$ cat config.mk
export PLATFORM = sky130hd
export DESIGN_NAME = button_reactive_led_fader
export DESIGN_NICKNAME = d
export VERILOG_FILES = /design/src/hdl/brlf_pkg.sv /design/src/hdl/button_reactive_led_fader.sv /design/src/hdl/brlf_cfg_regs.sv /design/src/hdl/brlf_step_unit.sv
export VERILOG_INCLUDE_DIRS = /design/src /design/src/hdl
export SDC_FILE = /design/constraint.sdc
export NUM_CORES = 1
export LEC_CHECK = 0
export BUFFER_PORTS_ARGS = -buffer_cell sky130_fd_sc_hd__buf_2
export CORE_ASPECT_RATIO = 0.6
export CORE_MARGIN = 8
export CORE_UTILIZATION = 35
export CTS_CLUSTER_SIZE = 8
export DETAILED_ROUTE_END_ITERATION = 10
export SETUP_SLACK_MARGIN = 0.2
export SLEW_MARGIN = 20
export SYNTH_ARGS = -nofsm -noshare
export SYNTH_HDL_FRONTEND = slang
export SYNTH_HIERARCHICAL = 1
export SYNTH_SLANG_ARGS = --single-unit
$ cat constraint.sdc
create_clock -name i_clk -period 7.2 [get_ports i_clk]
set_input_delay 0.36 -clock i_clk [delete_from_list [all_inputs] [get_ports i_clk]]
set_output_delay 0.36 -clock i_clk [all_outputs]
set_load 0.02 [all_outputs]
$ cat src/hdl/button_reactive_led_fader_macros.svh
`ifndef BUTTON_REACTIVE_LED_FADER_MACROS_SVH
`define BUTTON_REACTIVE_LED_FADER_MACROS_SVH

// same-cycle implication, checked outside reset
`define BRLF_ASSERT_IMPL(label, clk, rst_n, ante, cons, msg) \
    label: assert property (@(posedge clk) disable iff (!rst_n) (ante) |-> (cons)) \
        else $error(msg);

// next-cycle implication, checked outside reset
`define BRLF_ASSERT_NEXT(label, clk, rst_n, ante, cons, msg) \
    label: assert property (@(posedge clk) disable iff (!rst_n) (ante) |=> (cons)) \
        else $error(msg);

`endif

$ cat src/hdl/brlf_pkg.sv
package brlf_pkg;

    localparam int unsigned CFG_LEDS   = 10;
    localparam int unsigned SRC_COUNT  = 18;
    localparam int unsigned SRC_W      = 5;
    localparam int unsigned MODE_W     = 2;
    localparam int unsigned NOW_W      = 32;
    localparam int unsigned MASK_W     = 18;
    localparam int unsigned LVL_W      = 8;
    localparam int unsigned IDX_OUT_W  = 4;
    localparam int unsigned DELAY_W    = 16;
    localparam int unsigned CFG_DATA_W = 50;
    localparam int unsigned CFG_IDX_W  = 3;
    localparam int unsigned S_TDATA_W  = 56;
    localparam int unsigned M_TDATA_W  = 16;

    localparam logic [LVL_W-1:0]   LVL_MAX        = 8'd255;
    localparam logic [DELAY_W-1:0] DELAY_RESET    = 16'd10;
    localparam logic [LVL_W-1:0]   STEP_RESET     = 8'd5;
    localparam logic [LVL_W-1:0]   FULL_RESET     = 8'd255;

    typedef enum logic [MODE_W-1:0] {
        MODE_OFF      = 2'd0,
        MODE_ON       = 2'd1,
        MODE_FADE_IN  = 2'd2,
        MODE_FADE_OUT = 2'd3
    } t_mode;

    typedef enum logic [CFG_IDX_W-1:0] {
        REG_LED_SOURCES   = 3'd0,
        REG_PRESS_MODES   = 3'd1,
        REG_RELEASE_MODES = 3'd2,
        REG_LED_ENABLES   = 3'd3,
        REG_FADE_DELAY    = 3'd4,
        REG_FADE_STEP     = 3'd5,
        REG_FULL_LEVEL    = 3'd6,
        REG_UNUSED        = 3'd7
    } t_reg_idx;

    typedef struct packed {
        logic [49:0]        sources;
        logic [19:0]        press_modes;
        logic [19:0]        release_modes;
        logic [9:0]         enables;
        logic [DELAY_W-1:0] delay;
        logic [LVL_W-1:0]   step;
        logic [LVL_W-1:0]   full;
    } t_cfg;

    typedef struct packed {
        logic [LVL_W-1:0] level;
        logic [NOW_W-1:0] last_time;
        logic             was_pressed;
    } t_led_st;

endpackage

$ cat src/hdl/button_reactive_led_fader.sv
// channel  | dir | tdata (low bit up)               | tlast
// s_axis   | in  | now_ms[31:0], pressed_mask[49:32] | -
// m_axis   | out | led_index[3:0], brightness[11:4] | last_led
// cfg      | in  | wr_en, index, wdata[49:0]         | -
//
// a tick starts with the accepting cycle, then one LED per cycle
// through the shared step unit; the accept moves to busy, and the first result is registered when busy advances
// output stalls hold the sequencer on the current LED, ready stays low while busy
// synchronous active-low reset clears levels, step times and press state
// a new tick is taken while the final result of the previous tick is still waiting
`include "button_reactive_led_fader_macros.svh"

module button_reactive_led_fader
    import brlf_pkg::*;
#(
    parameter int unsigned LED_COUNT = 10
) (
    input  logic                  i_clk,
    input  logic                  i_rst_n,
    input  logic                  s_axis_tvalid,
    output logic                  s_axis_tready,
    input  logic [S_TDATA_W-1:0]  s_axis_tdata,   // now_ms, pressed_mask
    output logic                  m_axis_tvalid,
    input  logic                  m_axis_tready,
    output logic [M_TDATA_W-1:0]  m_axis_tdata,   // led_index, brightness
    output logic                  m_axis_tlast,   // last_led
    input  logic                  i_cfg_wr_en,
    input  logic [CFG_IDX_W-1:0]  i_cfg_index,
    input  logic [CFG_DATA_W-1:0] i_cfg_wdata
);

    localparam int unsigned IDX_W = (LED_COUNT > 1) ? $clog2(LED_COUNT) : 1;
    localparam logic [IDX_W-1:0] LAST_IDX = IDX_W'(LED_COUNT - 1);

    typedef enum logic [1:0] {
        ST_IDLE = 2'b01,
        ST_BUSY = 2'b10
    } t_state;

    t_state            r_state;
    logic [IDX_W-1:0]  r_idx;
    logic [NOW_W-1:0]  r_now;
    logic [MASK_W-1:0] r_mask;
    t_led_st           r_led [LED_COUNT];

    logic                 r_out_valid;
    logic [IDX_OUT_W-1:0] r_out_idx;
    logic [LVL_W-1:0]     r_out_lvl;
    logic                 r_out_last;

    t_cfg    cfg;
    t_led_st n_led;
    logic    s_fire;
    logic    advance;

    brlf_cfg_regs u_cfg (
        .i_clk       (i_clk),
        .i_rst_n     (i_rst_n),
        .i_cfg_wr_en (i_cfg_wr_en),
        .i_cfg_index (i_cfg_index),
        .i_cfg_wdata (i_cfg_wdata),
        .o_cfg       (cfg)
    );

    brlf_step_unit u_step (
        .i_cfg  (cfg),
        .i_led  (IDX_OUT_W'(r_idx)),
        .i_now  (r_now),
        .i_mask (r_mask),
        .i_st   (r_led[r_idx]),
        .o_st   (n_led)
    );

    assign s_axis_tready = (r_state == ST_IDLE);
    assign s_fire        = s_axis_tvalid && s_axis_tready;
    assign advance       = (r_state == ST_BUSY) && (!r_out_valid || m_axis_tready);

    always_ff @(posedge i_clk) begin
        if (!i_rst_n) begin
            r_state     <= ST_IDLE;
            r_idx       <= '0;
            r_out_valid <= 1'b0;
            for (int i = 0; i < LED_COUNT; i++) begin
                r_led[i] <= '0;
            end
        end else begin
            unique case (r_state)
                ST_IDLE: begin
                    if (m_axis_tready) begin
                        r_out_valid <= 1'b0;
                    end
                    if (s_fire) begin
                        r_idx   <= '0;
                        r_state <= ST_BUSY;
                    end
                end
                ST_BUSY: begin
                    if (advance) begin
                        r_led[r_idx] <= n_led;
                        r_out_valid  <= 1'b1;
                        if (r_idx == LAST_IDX) begin
                            r_state <= ST_IDLE;
                        end else begin
                            r_idx <= r_idx + 1'b1;
                        end
                    end
                end
                default: r_state <= ST_IDLE;
            endcase
        end
    end

    always_ff @(posedge i_clk) begin
        if (s_fire) begin
            r_now  <= s_axis_tdata[NOW_W-1:0];
            r_mask <= s_axis_tdata[NOW_W+MASK_W-1:NOW_W];
        end
        if (advance) begin
            r_out_idx  <= IDX_OUT_W'(r_idx);
            r_out_lvl  <= n_led.level;
            r_out_last <= (r_idx == LAST_IDX);
        end
    end

    assign m_axis_tvalid = r_out_valid;
    assign m_axis_tdata  = {{(M_TDATA_W-IDX_OUT_W-LVL_W){1'b0}}, r_out_lvl, r_out_idx};
    assign m_axis_tlast  = r_out_last;

    `BRLF_ASSERT_NEXT(a_start_led0, i_clk, i_rst_n, s_fire, (r_state == ST_BUSY) && (r_idx == '0), "tick did not start at led 0")
    `BRLF_ASSERT_IMPL(a_last_idx, i_clk, i_rst_n, m_axis_tvalid && m_axis_tlast, r_out_idx == IDX_OUT_W'(LED_COUNT - 1), "last flag on wrong led")
    `BRLF_ASSERT_IMPL(a_idx_range, i_clk, i_rst_n, r_state == ST_BUSY, r_idx <= LAST_IDX, "led index out of range")

endmodule

$ cat src/hdl/brlf_cfg_regs.sv
module brlf_cfg_regs
    import brlf_pkg::*;
(
    input  logic                  i_clk,
    input  logic                  i_rst_n,
    input  logic                  i_cfg_wr_en,
    input  logic [CFG_IDX_W-1:0]  i_cfg_index,
    input  logic [CFG_DATA_W-1:0] i_cfg_wdata,
    output t_cfg                  o_cfg
);

    t_cfg r_cfg;

    always_ff @(posedge i_clk) begin
        if (!i_rst_n) begin
            r_cfg.sources       <= '0;
            r_cfg.press_modes   <= '0;
            r_cfg.release_modes <= '0;
            r_cfg.enables       <= '0;
            r_cfg.delay         <= DELAY_RESET;
            r_cfg.step          <= STEP_RESET;
            r_cfg.full          <= FULL_RESET;
        end else if (i_cfg_wr_en) begin
            unique case (t_reg_idx'(i_cfg_index))
                REG_LED_SOURCES:   r_cfg.sources       <= i_cfg_wdata;
                REG_PRESS_MODES:   r_cfg.press_modes   <= i_cfg_wdata[19:0];
                REG_RELEASE_MODES: r_cfg.release_modes <= i_cfg_wdata[19:0];
                REG_LED_ENABLES:   r_cfg.enables       <= i_cfg_wdata[9:0];
                REG_FADE_DELAY:    r_cfg.delay         <= i_cfg_wdata[DELAY_W-1:0];
                REG_FADE_STEP:     r_cfg.step          <= i_cfg_wdata[LVL_W-1:0];
                REG_FULL_LEVEL:    r_cfg.full          <= i_cfg_wdata[LVL_W-1:0];
                default: ;
            endcase
        end
    end

    assign o_cfg = r_cfg;

endmodule

$ cat src/hdl/brlf_step_unit.sv
module brlf_step_unit
    import brlf_pkg::*;
(
    input  t_cfg                 i_cfg,
    input  logic [IDX_OUT_W-1:0] i_led,
    input  logic [NOW_W-1:0]     i_now,
    input  logic [MASK_W-1:0]    i_mask,
    input  t_led_st              i_st,
    output t_led_st              o_st
);

    logic [SRC_W-1:0]  src;
    logic              en;
    logic              active;
    logic [MASK_W-1:0] mask_sh;
    logic              pr;
    logic [19:0]       mode_vec;
    t_mode             mode;
    logic [NOW_W-1:0]  elapsed;
    logic              due;
    logic              changed;
    logic [LVL_W-1:0]  base;
    logic [LVL_W:0]    sum;
    logic [LVL_W-1:0]  fade_lvl;

    assign src     = SRC_W'(i_cfg.sources >> (6'(i_led) * 6'd5));
    assign en      = 1'(i_cfg.enables >> i_led);
    assign active  = en && (src != '0) && (src <= SRC_W'(SRC_COUNT));
    assign mask_sh = i_mask >> (src - 5'd1);
    assign pr      = mask_sh[0];
    assign mode_vec = pr ? i_cfg.press_modes : i_cfg.release_modes;
    assign mode    = t_mode'(MODE_W'(mode_vec >> (5'(i_led) * 5'd2)));
    assign elapsed = i_now - i_st.last_time;
    assign due     = elapsed >= {{(NOW_W-DELAY_W){1'b0}}, i_cfg.delay};
    assign changed = i_st.was_pressed != pr;

    // one adder shared by both fade directions
    always_comb begin
        base     = i_st.level;
        sum      = '0;
        fade_lvl = i_st.level;
        if (mode == MODE_FADE_IN) begin
            base = changed ? '0 : i_st.level;
            sum  = {1'b0, base} + {1'b0, i_cfg.step};
            if (base < i_cfg.full) begin
                fade_lvl = sum[LVL_W] ? LVL_MAX : sum[LVL_W-1:0];
            end else begin
                fade_lvl = base;
            end
        end else begin
            base = changed ? i_cfg.full : i_st.level;
            sum  = {1'b0, base} - {1'b0, i_cfg.step};
            fade_lvl = sum[LVL_W] ? '0 : sum[LVL_W-1:0];
        end
    end

    always_comb begin
        o_st = i_st;
        if (active) begin
            o_st.was_pressed = pr;
            unique case (mode)
                MODE_OFF: o_st.level = '0;
                MODE_ON:  o_st.level = LVL_MAX;
                MODE_FADE_IN, MODE_FADE_OUT: begin
                    if (due) begin
                        o_st.level     = fade_lvl;
                        o_st.last_time = i_now;
                    end
                end
                default: ;
            endcase
        end
    end

endmodule
==> flow_summary_export.csv, run 1 <==
group,metric,value,unit
worst_setup_path,r2r_slack,-0.08,ns
clock_tree,cts_htree_levels,3,
worst_setup_path,arrival,7.74,ns
worst_setup_path,critical_path_depth,37,
layout,fillCellCount,10405,
placement,preCtsSetupSlack,-0.5313,ns
clock_tree,insertion_delay,0.72,ns
logic_synthesis,synth_top_flop_cell,"edfxtp_1",
routing,drc,0,
worst_setup_path,path_delay_family,"simple AND/OR/NAND/NOR gates",
grt,grt_pass1_wl,180700,um
routing,num_vias,27899,
timing,period_share,101.1,%
worst_setup_path,setup.worst_path.start,"r_idx[1]$_SDFFE_PN0P_",
logic_synthesis,syn_area_per_cell,13.55,sq um
grt,antenna_found_initial,0,
flow_run,drv_cap,0,
floorplanning,start_util,35.09,%
placement,hpwl,75560,um
worst_setup_path,crit_top_cell,"buf_4",
timing,timing.hold.ws,0.06111,ns
logic_synthesis,syn_inst,3006,
routing,first_pass_iters,6,
logic_synthesis,synth_seq_cells,862,
timing,drv_slew,0,
worst_setup_path,crit_path_end_kind,"flip-flop",
layout,post-route-util,43.72,%
logic_synthesis,ys_warn_count,6,
timing,layout_min_cycle_time,7.277,ns
worst_setup_path,crit_end,"r_led[7][39]$_SDFFCE_PN0P_",
layout,fin_area,50720,sq um
timing,hold_violations,0,
power,pwr-share-seq,47.6,%
layout,layout.nets,3719,
worst_setup_path,crit_required,7.66,ns
grt,grt_pass1_vias,27128,
floorplanning,fp.dieH,280.2,um
layout,layout_commonest_cell,"edfxtp_1",
logic_synthesis,synth.distinct_cells,94,
routing,drt-total-wl,124500,um
logic_synthesis,ys_seq_area_share,60.05,%
timing,rsz0062_at_grt,"true",
logic_synthesis,syn_area,40720,sq um
logic_synthesis,synth_area_leaders,"edfxtp_1 (53%), mux4_2 (10%), dfxtp_1 (7.0%)",
placement,gp_congestion,0.9284,
worst_setup_path,reg2reg_to,"r_led[7][39]$_SDFFCE_PN0P_",
timing,max_slew_margin,22.71,%
timing,setup_viol,143,
worst_setup_path,path_class,"flip-flop to flip-flop",
timing,clock_skew,0.03446,ns
layout,area_growth,24.57,%
timing,setup_ws,-0.07689,ns
status,violations,"negative setup slack",
worst_setup_path,timing.critical_path.buf_inv,9,
routing,drt-wirelength-per-cell,24.30,um
placement,io_buffers,122,
clock_tree,clk_transition_reported_paths,0.05,ns
floorplanning,core_area,116000,sq um
logic_synthesis,netlist.area_leader.share,53.02,%
floorplanning,io_pins,133,
status,status,"finished, violations left",
floorplanning,die_area,127900,sq um
worst_setup_path,cpMaxStageDelayCell,"fa_2",
layout,drive_above_1_share,31.83,%
power,power_leakage,18.39,nW
logic_synthesis,postSynth.asyncResetShare,0,%
power,intPower,8.978,mW
clock_tree,numCtsBuffers,117,
power,power.total,11.69,mW
power,p_clk_share,43.5,%
power,powerDensity,230.4,nW/um^2
worst_setup_path,cpPeakStageDelay,0.41,ns
grt,grt-ovfl-total,0,
clock_tree,cts_tree,"yes",
timing,max_freq,137.4,MHz
worst_setup_path,rr_worst_depth,37,
timing,worstMarginPinSlew,1.159,ns
layout,mostFrequentLayoutCells,"edfxtp_1 (719), buf_4 (321), nor2_1 (319), nand2_1 (276), mux2i_1 (203)",
worst_setup_path,r2r-start,"r_idx[1]$_SDFFE_PN0P_",
power,p_sw_share,23.19,%
logic_synthesis,synth_largest_area_cell,"edfxtp_1",
logic_synthesis,synth_edf_count,719,
placement,placed_cell_area,44810,sq um
min_path,hp-class,"input port to flip-flop",
routing,via_per_inst,5.444,
power,pwr-share-comb,8.9,%
worst_setup_path,crit_fanout,5,
floorplanning,die_w,456.3,um
power,netSwitchingPower,2.711,mW
clock_tree,cts_sinks,862,
layout,num_antenna_cells,0,
routing,first_iter_violations,3438,
clock_tree,cts.path.max_buffers,3,
clock_tree,cts_root_buf,"clkbuf_16",
grt,track_usage,18.64,%
grt,grt_max_degree,92,
worst_setup_path,worstSetupStartpointType,"flip-flop",
routing,postRouteAntennaNets,0,
floorplanning,row_count,97,
power,irDropWorstVdd,200.9,uV
worst register-to-register path, delay by kind of cell, from the launching register on:
family          cells  cell delay (ns)
flops               1             0.35
xor+xnor            1             0.20
buf+inv             9             1.24
fa+ha+maj           6             1.28
simple gates       12             1.97
compound gates      9             1.97
worst min-delay path by stage:
stage | startpoint | end | slack, ns | cells after the start
global route | i_cfg_wdata[15] | u_cfg/o_cfg[97]$_SDFFE_PN0P_ | 0.05 | 3
floorplan | u_cfg/o_cfg[50]$_SDFFE_PN0P_ | u_cfg/o_cfg[50]$_SDFFE_PN0P_ | 0.43 | 2
detailed placement | u_cfg/o_cfg[70]$_SDFFE_PN0P_ | u_cfg/o_cfg[70]$_SDFFE_PN0P_ | 0.45 | 2
finish | i_cfg_wdata[15] | u_cfg/o_cfg[97]$_SDFFE_PN0P_ | 0.06 | 3
CTS | i_cfg_wdata[15] | u_cfg/o_cfg[97]$_SDFFE_PN0P_ | 0.02 | 3
global placement | u_cfg/o_cfg[70]$_SDFFE_PN0P_ | u_cfg/o_cfg[70]$_SDFFE_PN0P_ | 0.44 | 2
cells by family (layout without fill, tap and decap cells):
logic type | after synthesis | count (layout) | share of synthesized area [%]
other | 1 | 4 | 0.009209
multiplexers | 438 | 438 | 16.67
AO/OA/AOI/OAI | 345 | 345 | 5.777
AND/OR/NAND/NOR | 932 | 941 | 10.61
buffers and inverters | 320 | 893 | 3.823
adder cells (fa/ha/maj) | 75 | 75 | 2.341
XOR/XNOR | 33 | 33 | 0.7098
flip-flops | 862 | 862 | 60.05
registers in the layout, indices dropped and copies added (netlist names), named ones only:
name,count
m_axis_tvalid,1
r_out_lvl,8
r_now,32
r_mask,18
r_out_idx,4
r_led,656
m_axis_tlast,1
r_state,2
u_cfg/o_cfg,132
r_idx,4
cells in the mapped netlist, types with 5 or more instances:
master,count
a21oi_1,70
nand2_1,294
mux2i_1,205
buf_12,9
mux2_2,44
nor2_2,40
dfxtp_1,143
nand4_1,8
and3_1,8
o21ai_0,55
a21boi_0,6
nor2_1,348
nor3_1,21
o22ai_1,12
buf_2,54
mux4_2,186
nand2b_1,13
a22oi_1,104
clkbuf_1,86
or3_1,7
nand2_2,38
xor2_1,12
xnor2_1,21
ha_1,69
buf_1,6
o211ai_1,7
nor3b_1,5
nand3_1,16
inv_1,137
a31oi_1,10
o31ai_1,7
buf_6,11
edfxtp_1,719
nor2b_1,39
nor4_1,6
a21o_1,21
and2_1,50
buf_4,15
power groups by stage:
stage | clock network, mW | logic [mW] | registers (mW)
2_1_floorplan | 0 | 0.534 | 5.63
3_3_place_gp | 0 | 0.877 | 5.65
4_1_cts | 5.16 | 0.981 | 5.56
6_report | 5.09 | 1.04 | 5.56
3_5_place_dp | 0 | 0.884 | 5.66
5_1_grt | 5.37 | 1.12 | 5.57
per-stage QoR:
stage / setup TNS [ns] / std cells
floorplan: 0 / 3009
global route: -101.45 / 5125
finish: -2.578 / 5125
CTS: 0 / 5100
detailed placement: -220.15 / 4780
global placement: -183.48 / 4780
routing by layer:
layer	part of all wire, %	track usage, %	up-vias
li1	-	-	12240
met1	45	28.49	14083
met2	41	25.96	1435
met3	11	5.430	141
met4	1.8	4.000	0
met5	0	0	-
area by class of cell:
class / count / area [sq um] / share of cell area (%)
multi-input cells: 1836 / 15850 / 31.25
repair buffers: 579 / 4691 / 9.248
clock inverters: 3 / 48.80 / 0.09620
flip-flops and latches: 862 / 24470 / 48.24
inverters: 137 / 538.0 / 1.061
well taps: 1534 / 1919 / 3.784
clock buffers: 174 / 3206 / 6.320
timing repair:
item	CTS	global route
setup endpoints to repair	648	663
pin swaps	35	89
gates resized for setup	141	147
gates cloned	6	8
buffers inserted	43	16
hold endpoints to repair	106	0
hold buffers	94	0
(Power assumes the default switching activity.)
==> inputs of run 2 (changes only) <==
--- a/config.mk
+++ b/config.mk
@@ -10,6 +10,7 @@
 export CORE_ASPECT_RATIO = 0.6
 export CORE_MARGIN = 8
 export CORE_UTILIZATION = 35
+export CTS_BUF_LIST = sky130_fd_sc_hd__clkbuf_4
 export CTS_CLUSTER_SIZE = 8
 export DETAILED_ROUTE_END_ITERATION = 10
 export SETUP_SLACK_MARGIN = 0.2
==> flow_summary_export.csv, run 2 (synthesized netlist as in run 1, its figures left out) <==
group,metric,value,unit
status,status,"finished clean",
placement,placed_cell_area,44810,sq um
grt,grt-busiest-layer,"met1",
routing,first_iter_violations,3353,
worst_setup_path,rr_worst_depth,47,
timing,max_freq,141.5,MHz
routing,postRouteAntennaNets,0,
power,power_leakage,18.92,nW
grt,grt_max_degree,92,
clock_tree,cts_root_buf,"clkbuf_4",
worst_setup_path,crit_required,8.02,ns
routing,via_per_inst,5.362,
clock_tree,numCtsBuffers,193,
placement,io_buffers,122,
grt,gr-usage-met2,26.45,%
floorplanning,start_util,35.09,%
layout,fillCellCount,10420,
routing,first_pass_iters,6,
flow_run,drv_cap,0,
timing,max_slew_margin,23.17,%
grt,track_usage,19.02,%
timing,hold_violations,0,
grt,antenna_found_initial,2,
timing,setup_viol,0,
layout,top_register,"r_led",
routing,drc,0,
routing,drt-total-wl,127000,um
worst_setup_path,r2r-start,"r_idx[3]$_SDFFE_PN0P_",
power,power.total,10.75,mW
placement,hpwl,75560,um
layout,drive_above_1_share,36.37,%
worst_setup_path,path_class,"flip-flop to flip-flop",
worst_setup_path,crit_top_cell,"buf_4",
placement,placedCellCount,4780,
clock_tree,cts.path.max_buffers,3,
floorplanning,fp.dieH,280.2,um
worst_setup_path,arrival,7.89,ns
grt,grtUsageMet3,6.159,%
routing,num_vias,29106,
timing,rsz0062_at_grt,"true",
layout,layoutNonFillerInstCount,5428,
power,powerDensity,206.7,nW/um^2
timing,drv_slew,0,
worst_setup_path,r2r_slack,0.13,ns
floorplanning,die_area,127900,sq um
timing,layout_min_cycle_time,7.068,ns
floorplanning,io_pins,133,
timing,fin_tns_setup,0,ns
clock_tree,cts_htree_levels,4,
min_path,hold_depth,4,
timing,worstMarginPinSlew,1.153,ns
worst_setup_path,cpPeakStageDelay,0.43,ns
grt,grt_pass1_vias,28335,
clock_tree,clk_transition_reported_paths,0.08,ns
clock_tree,cts_tree,"yes",
worst_setup_path,crit_fanout,7,
timing,period_share,98.17,%
clock_tree,insertion_delay,1.17,ns
layout,mostFrequentLayoutCells,"edfxtp_1 (719), buf_4 (311), clkbuf_4 (306), nor2_1 (281), nand2_1 (277)",
placement,gp_congestion,0.9284,
worst_setup_path,cpMaxStageDelayCell,"fa_2",
layout,layout.nets,3918,
routing,drt-wirelength-per-cell,23.40,um
timing,clock_skew,0.1242,ns
power,irDropWorstVdd,158.2,uV
worst_setup_path,worstSetupStartpointType,"flip-flop",
layout,area_growth,27.69,%
grt,met1_usage,28.31,%
layout,fin_area,52000,sq um
clock_tree,cts_sinks,862,
min_path,whs_endpoint,"u_cfg/o_cfg[119]$_SDFFE_PN0P_",
grt,grt_pass1_wl,184300,um
worst_setup_path,crit_path_end_kind,"flip-flop",
grt,grt-ovfl-total,0,
layout,post-route-util,44.81,%
min_path,worstHoldStart,"i_cfg_wdata[37]",
min_path,hp-class,"input port to flip-flop",
floorplanning,core_area,116000,sq um
worst_setup_path,reg2reg_to,"r_led[1][2]$_SDFFCE_PN0P_",
layout,largest_reg_flops,656,
floorplanning,row_count,97,
floorplanning,die_w,456.3,um
layout,layout_commonest_cell,"edfxtp_1",
## run 2: cell types whose count changed in the layout (fill, tap and decap cells not counted), moves of 32 or more
cell | before | now
clkbuf_4 | 0 | 306
clkbuf_1 | 54 | 0
nor2_1 | 319 | 281
clkinv_1 | 0 | 32
clkbuf_16 | 121 | 1
dlygate4sd3_1 | 94 | 198
## run 2: how the worst max path moves through the flow
stage,start,end,slack (ns),cells after the start
global route,flip-flop,r_led[7][34]$_SDFFCE_PN0P_,-0.11,36
detailed placement,r_idx[1]$_SDFFE_PN0P_,r_led[15][35]$_DFFE_PP_,-0.53,32
CTS,r_idx[1]$_SDFFE_PN0P_,r_led[15][16]$_DFFE_PP_,0.19,45
floorplan,flip-flop,r_led[10][10]$_DFFE_PP_,0.20,34
global placement,r_idx[1]$_SDFFE_PN0P_,r_led[13][39]$_DFFE_PP_,-0.44,33
finish,r_idx[3]$_SDFFE_PN0P_,r_led[1][2]$_SDFFCE_PN0P_,0.13,47
## run 2: layer usage
layer	vias to the layer above	part of all wire [%]	wire length (um)
met2	1577	41	52460
met3	172	12	15100
li1	12792	-	-
met1	14565	45	57270
met4	0	1.7	2162
met5	-	0	0
## run 2: area by class of cell
| class | count | area, sq um | area share, % |
|---|---|---|---|
| timing repair buffer | 689 | 5901 | 11.35 |
| antenna | 6 | 15.01 | 0.02888 |
| sequential | 862 | 24470 | 47.06 |
| multi-input combinational | 1849 | 16490 | 31.71 |
| inverter | 137 | 608.1 | 1.169 |
| clock inverter | 45 | 297.8 | 0.5727 |
| clock buffer | 306 | 2297 | 4.418 |
| tap | 1534 | 1919 | 3.691 |
## run 2: stage by stage
| step | setup slack [ns] | hold slack (ns) |
|---|---|---|
| final | 0.1319 | 0.1045 |
| after global routing | -0.1051 | 0.03604 |
| after CTS | 0.1903 | 0.0005869 |
| after detailed placement | -0.5313 | 0.4505 |
| after global placement | -0.4401 | 0.4418 |
| after floorplan | 0.2050 | 0.4337 |
## run 2: report_power, final
part	switching, mW	internal (mW)
logic	0.590	0.513
registers	0.0591	5.49
clock network	2.03	2.07
## run 2: timing repair
action	4_1_cts	5_1_grt
gates cloned	11	17
pin swaps	30	137
hold buffers	198	0
resized for setup	151	309
setup endpoints to repair	648	663
hold endpoints to repair	199	0
buffers inserted	38	25
## run 2: critical path: cells and delay by family, from the launching register on
family                   cells  cell delay, ns
AO/OA/AOI/OAI                4            0.48
XOR/XNOR                     1            0.24
adder cells (fa/ha/maj)      4            0.98
buffers and inverters       29            3.68
flip-flops                   1            0.34
multiplexers                 1            0.34
AND/OR/NAND/NOR              8            0.67
